### src/hw/rtl/bfx_pkg.sv
`timescale 1ns / 1ps
`default_nettype none

package bfx_pkg;

  localparam int unsigned ADDR_W = 16;
  localparam int unsigned BYTE_W = 8;
  localparam int unsigned SKIP_W = 16;

  localparam int unsigned TAPE_DEPTH_DEF   = 16384;
  localparam int unsigned STACK_DEPTH_DEF  = 64;
  localparam int unsigned ADDRESS_BITS_DEF = 16;

  // program characters
  localparam logic [BYTE_W-1:0] CH_PLUS  = 8'h2B;
  localparam logic [BYTE_W-1:0] CH_MINUS = 8'h2D;
  localparam logic [BYTE_W-1:0] CH_LT    = 8'h3C;
  localparam logic [BYTE_W-1:0] CH_GT    = 8'h3E;
  localparam logic [BYTE_W-1:0] CH_OPEN  = 8'h5B;
  localparam logic [BYTE_W-1:0] CH_CLOSE = 8'h5D;
  localparam logic [BYTE_W-1:0] CH_DOT   = 8'h2E;

  localparam logic CMD_START = 1'b0;

  typedef enum logic [3:0] {
    OP_START,
    OP_INC,
    OP_DEC,
    OP_LEFT,
    OP_RIGHT,
    OP_OPEN,
    OP_CLOSE,
    OP_DOT,
    OP_NOP
  } op_e;

  typedef enum logic [1:0] {
    ERR_NONE     = 2'd0,
    ERR_OVERFLOW = 2'd1,
    ERR_EMPTY    = 2'd2
  } err_e;

  typedef enum logic [1:0] {
    ST_CLEAR,
    ST_IDLE,
    ST_EXEC
  } bk_state_e;

  typedef struct packed {
    op_e               op;
    logic [ADDR_W-1:0] next_addr;
  } q_entry_t;

  typedef struct packed {
    logic     valid;
    q_entry_t entry;
  } q_head_t;

  typedef struct packed {
    logic take;
    logic clearing;
  } bk_status_t;

  function automatic op_e decode_op(input logic cmd, input logic [BYTE_W-1:0] code);
    op_e op;
    op = OP_NOP;
    if (cmd == CMD_START) begin
      op = OP_START;
    end else begin
      unique case (code)
        CH_PLUS:  op = OP_INC;
        CH_MINUS: op = OP_DEC;
        CH_LT:    op = OP_LEFT;
        CH_GT:    op = OP_RIGHT;
        CH_OPEN:  op = OP_OPEN;
        CH_CLOSE: op = OP_CLOSE;
        CH_DOT:   op = OP_DOT;
        default:  op = OP_NOP;
      endcase
    end
    return op;
  endfunction

endpackage

`default_nettype wire

### src/hw/rtl/bfx_front.sv
`timescale 1ns / 1ps
`default_nettype none

module bfx_front #(
  parameter int unsigned ADDRESS_BITS = bfx_pkg::ADDRESS_BITS_DEF
) (
  input  wire logic                        clk_i,
  input  wire logic                        rst_ni,
  input  wire logic                        cmd_valid_i,
  output logic                             cmd_stall_o,
  input  wire logic                        command_i,
  input  wire logic [bfx_pkg::BYTE_W-1:0]  code_byte_i,
  input  wire logic [bfx_pkg::ADDR_W-1:0]  code_address_i,
  output bfx_pkg::q_head_t                 head_o,
  input  wire bfx_pkg::bk_status_t         status_i
);
  import bfx_pkg::*;

  localparam int unsigned AddrW = (ADDRESS_BITS < ADDR_W) ? ADDRESS_BITS : ADDR_W;
  localparam logic [ADDR_W-1:0] AddrMask = ADDR_W'((64'd1 << AddrW) - 64'd1);

  q_entry_t   q_mem_q [2];
  logic       wr_ptr_q, wr_ptr_d;
  logic       rd_ptr_q, rd_ptr_d;
  logic [1:0] cnt_q, cnt_d;
  logic       push, pop;
  q_entry_t   new_entry;

  // classify the request and form the sequential fetch address
  always_comb begin
    new_entry.op        = decode_op(command_i, code_byte_i);
    new_entry.next_addr = (code_address_i + 1'b1) & AddrMask;
  end

  assign cmd_stall_o = (cnt_q == 2'd2) || status_i.clearing;
  assign push        = cmd_valid_i && !cmd_stall_o;
  assign pop         = status_i.take && (cnt_q != 2'd0);

  always_comb begin
    wr_ptr_d = push ? ~wr_ptr_q : wr_ptr_q;
    rd_ptr_d = pop ? ~rd_ptr_q : rd_ptr_q;
    cnt_d    = cnt_q;
    if (push && !pop) begin
      cnt_d = cnt_q + 2'd1;
    end else if (pop && !push) begin
      cnt_d = cnt_q - 2'd1;
    end
  end

  always_ff @(posedge clk_i or negedge rst_ni) begin
    if (!rst_ni) begin
      wr_ptr_q <= 1'b0;
      rd_ptr_q <= 1'b0;
      cnt_q    <= 2'd0;
    end else begin
      wr_ptr_q <= wr_ptr_d;
      rd_ptr_q <= rd_ptr_d;
      cnt_q    <= cnt_d;
    end
  end

  always_ff @(posedge clk_i) begin
    if (push) begin
      q_mem_q[wr_ptr_q] <= new_entry;
    end
  end

  assign head_o.valid = (cnt_q != 2'd0);
  assign head_o.entry = q_mem_q[rd_ptr_q];

endmodule

`default_nettype wire

### config.mk
export PLATFORM = sky130hd
export DESIGN_NAME = bfx_front
export DESIGN_NICKNAME = d
export VERILOG_FILES = /design/src/hw/rtl/bfx_pkg.sv /design/src/hw/rtl/bfx_front.sv
export SDC_FILE = /design/constraint.sdc
export NUM_CORES = 1
export LEC_CHECK = 0
export BUFFER_PORTS_ARGS = -buffer_cell sky130_fd_sc_hd__buf_2
export CORE_ASPECT_RATIO = 1.4
export CORE_MARGIN = 2
export CORE_UTILIZATION = 52
export CTS_CLUSTER_DIAMETER = 200
export DETAILED_ROUTE_END_ITERATION = 16
export PLACE_DENSITY = 0.78
export SYNTH_ARGS = -nofsm -noshare
export SYNTH_HDL_FRONTEND = slang
export SYNTH_SLANG_ARGS = --single-unit
### constraint.sdc
create_clock -name clk_i -period 2.6 [get_ports clk_i]
set_clock_uncertainty 0.2 [all_clocks]
set_input_delay 0.26 -clock clk_i [delete_from_list [all_inputs] [get_ports clk_i]]
set_output_delay 0.26 -clock clk_i [all_outputs]
set_load 0.01 [all_outputs]
==> flow_summary.json <==
{
  "status": "finished clean",
  "seq_area_frac_synth": 0.621,
  "wl_met2_mm": 2.17,
  "num_rows": 27,
  "synth_most_common_cell": "edfxtp_1",
  "finalPower_mw": 1.96,
  "hold_viol": 0,
  "p_leak_nw": 1.00,
  "dieArea_um2": 4560,
  "rsz0062_at_grt": "false",
  "p_sw_frac": 0.296,
  "internal_power_mw": 1.38,
  "drt_pass1_iterations": 5,
  "finish.utilization": 0.644,
  "antenna_found_initial": 0,
  "ys_ff_latch": 44,
  "cp.required_ps": 2140,
  "critPathSlowestCell": "mux2_2",
  "synth_top_area_cell": "edfxtp_1",
  "ys_top_cells_by_count": "edfxtp_1, mux2_2, xnor2_1",
  "diodes": 0,
  "yosysWarnings": 0,
  "via_per_inst": 5.55,
  "clockPowerShare": 0.198,
  "synth_area_leaders": "edfxtp_1, mux2_2, xnor2_1",
  "port_buffers": 51,
  "netlist_instances": 148,
  "dp_hpwl_mm": 2.81,
  "start_util": 0.539,
  "pwr-share-comb": 0.324,
  "grt_pass1_vias": 1393,
  "worst_slew_pin_slew_ps": 374,
  "ir_drop_mv": 0.554,
  "cts_root_buf": "clkbuf_8",
  "powerDensity_nw_per_um2": 784,
  "drcViolationCount": 0,
  "yosysTopAreaCellShare": 0.573,
  "cts_tree": "done",
  "maxCapViolCount": 0,
  "overflow": 0,
  "synthFlopType": "edfxtp_1",
  "clk_latency_ps": 290,
  "cts_max_level": 2,
  "max_freq_ghz": 0.532,
  "fin_nets": 238,
  "met1_length_mm": 1.42,
  "die_x_um": 57.7,
  "path_class": "reg -> out",
  "synth-edff-count": 40,
  "gp_congestion": 0.806,
  "cts_buffers": 5,
  "slew_headroom": 0.748,
  "synth_nets": 180,
  "tns_ps": 0,
  "clk_pin_slew_ps": 70,
  "multiInputGateArea_um2": 756,
  "fin_crit_ps": 1880,
  "synthesis.area_um2": 2100,
  "drv_slew": 0,
  "critPathArrivalTime_ps": 1420,
  "fin_crit_sh": 0.723,
  "cts_setup_buffers": 0,
  "crit_path_end_kind": "primary output",
  "post_dp_cell_area_um2": 2410,
  "die_h_um": 79.1,
  "wl_per_cell_um": 15.6,
  "top_layer": "met4",
  "seq_power_share": 0.478,
  "wl_mm": 3.91,
  "area_delta_synth_final_pct": 19.5,
  "critPathMaxStageDelay_ps": 390,
  "num-fill-cells": 304,
  "finalSetupViolCount": 0,
  "cts_buffer_depth": 2,
  "path_cells": "buf_4 > mux2_2 > buf_2",
  "drtIter0Drc": 29,
  "synthArstFlopShare": 0.0909,
  "seqCellArea_um2": 1300,
  "antenna_left": 0,
  "core_um2": 3880,
  "grt_use_total": 0.183,
  "avgSynthCellArea_um2": 14.2,
  "power_switching_mw": 0.581,
  "final_cell_area_um2": 2500,
  "drive_gt1_frac": 0.430,
  "cp_max_fo": 21,
  "ys_types": 32,
  "vias": 1387,
  "hp-class": "in -> reg",
  "cp-start-kind": "flip-flop",
  "grt_start_max_net_pins": 22,
  "cts.sinks": 44,
  "grt_pass1_wl_mm": 6.13,
  "routed-wl-met3_um": 199,
  "pin_count": 52
}
-- timing repair --
action,4_1_cts,5_1_grt
gates resized for setup,0,0
endpoints found under the hold margin,4,0
setup endpoints to repair,0,0
hold buffers,1,0
-- power groups by stage --
stage / Clock, mW / Combinational, mW / Sequential, mW
3_3_place_gp: 0 / 0.622 / 0.943
4_1_cts: 0.403 / 0.646 / 0.940
3_5_place_dp: 0 / 0.641 / 0.952
2_1_floorplan: 0 / 0.417 / 0.941
5_1_grt: 0.430 / 0.694 / 0.949
6_report: 0.389 / 0.636 / 0.938
-- final cells by class --
type,count,area share
clock inverters,3,0.00550
well taps,43,0.0215
inverters,6,0.00900
repair buffers,55,0.115
clock buffers,5,0.0275
flip-flops and latches,44,0.520
multi-input cells,94,0.302
-- cells by family (layout without fill, tap and decap cells) --
group | count (synthesis) | in the layout | synth area share
AO/OA/AOI/OAI | 11 | 11 | 0.0281
XOR/XNOR | 20 | 20 | 0.0836
adder cells (fa/ha/maj) | 2 | 2 | 0.0119
buffers and inverters | 10 | 69 | 0.0197
flip-flops | 44 | 44 | 0.621
multiplexers | 20 | 20 | 0.107
AND/OR/NAND/NOR | 41 | 41 | 0.128
-- cells in the final DEF, fill, tap and decap left out, types with 2 or more instances in the layout --
cell      synthesis  layout
a21oi_1           5       5
and2_1            2       2
and3_1            4       4
and4_4            2       2
buf_2             3      51
buf_4             0       3
clkbuf_8          0       5
clkinv_2          0       2
dfrtp_1           4       4
edfxtp_1         40      40
ha_1              2       2
inv_1             6       6
mux2_2           20      20
nand2_1           8       8
nand3_1           7       7
nand4_1           2       2
nand4b_1          2       2
nor2_1            3       2
o21ai_0           4       4
xnor2_1          15      15
xor2_1            5       5
-- path summary, 6_finish.rpt --
path	end	cells after the start	start	slack, ps
max reg2reg	cnt_q[1]	7	cnt_q[0]	810
min	rd_ptr_q	3	status_i[1]	80
max	head_o[13]	3	rd_ptr_q	720
max in group asynchronous	rd_ptr_q	2	rst_ni	1940
min reg2reg	wr_ptr_q	1	wr_ptr_q	340
min in group asynchronous	cnt_q[0]	2	rst_ni	130
-- metrics by stage --
step	hold slack [ps]	cells	setup slack [ps]
floorplan	-236	148	397
global placement	-133	241	945
detailed placement	-129	241	856
CTS	70.2	250	702
global route	79.1	250	650
finish	84.6	250	721
-- worst max-delay path, delay by kind of cell (launching register included) --
family / cells / cell delay (ps)
mux: 1 / 390
flops: 1 / 320
buf+inv: 2 / 420
-- layer usage --
metal  vias up  GRT usage
li1        667          -
met1       653      0.184
met2        53      0.338
met3        14     0.0423
met4         0     0.0977
met5         -          0
-- state kept, by name, indices dropped and copies added, names as in the netlist --
register,cells
q_mem_q,40
cnt_q,2
wr_ptr_q,1
rd_ptr_q,1
No activity file was read; power rests on OpenSTA's default activity.
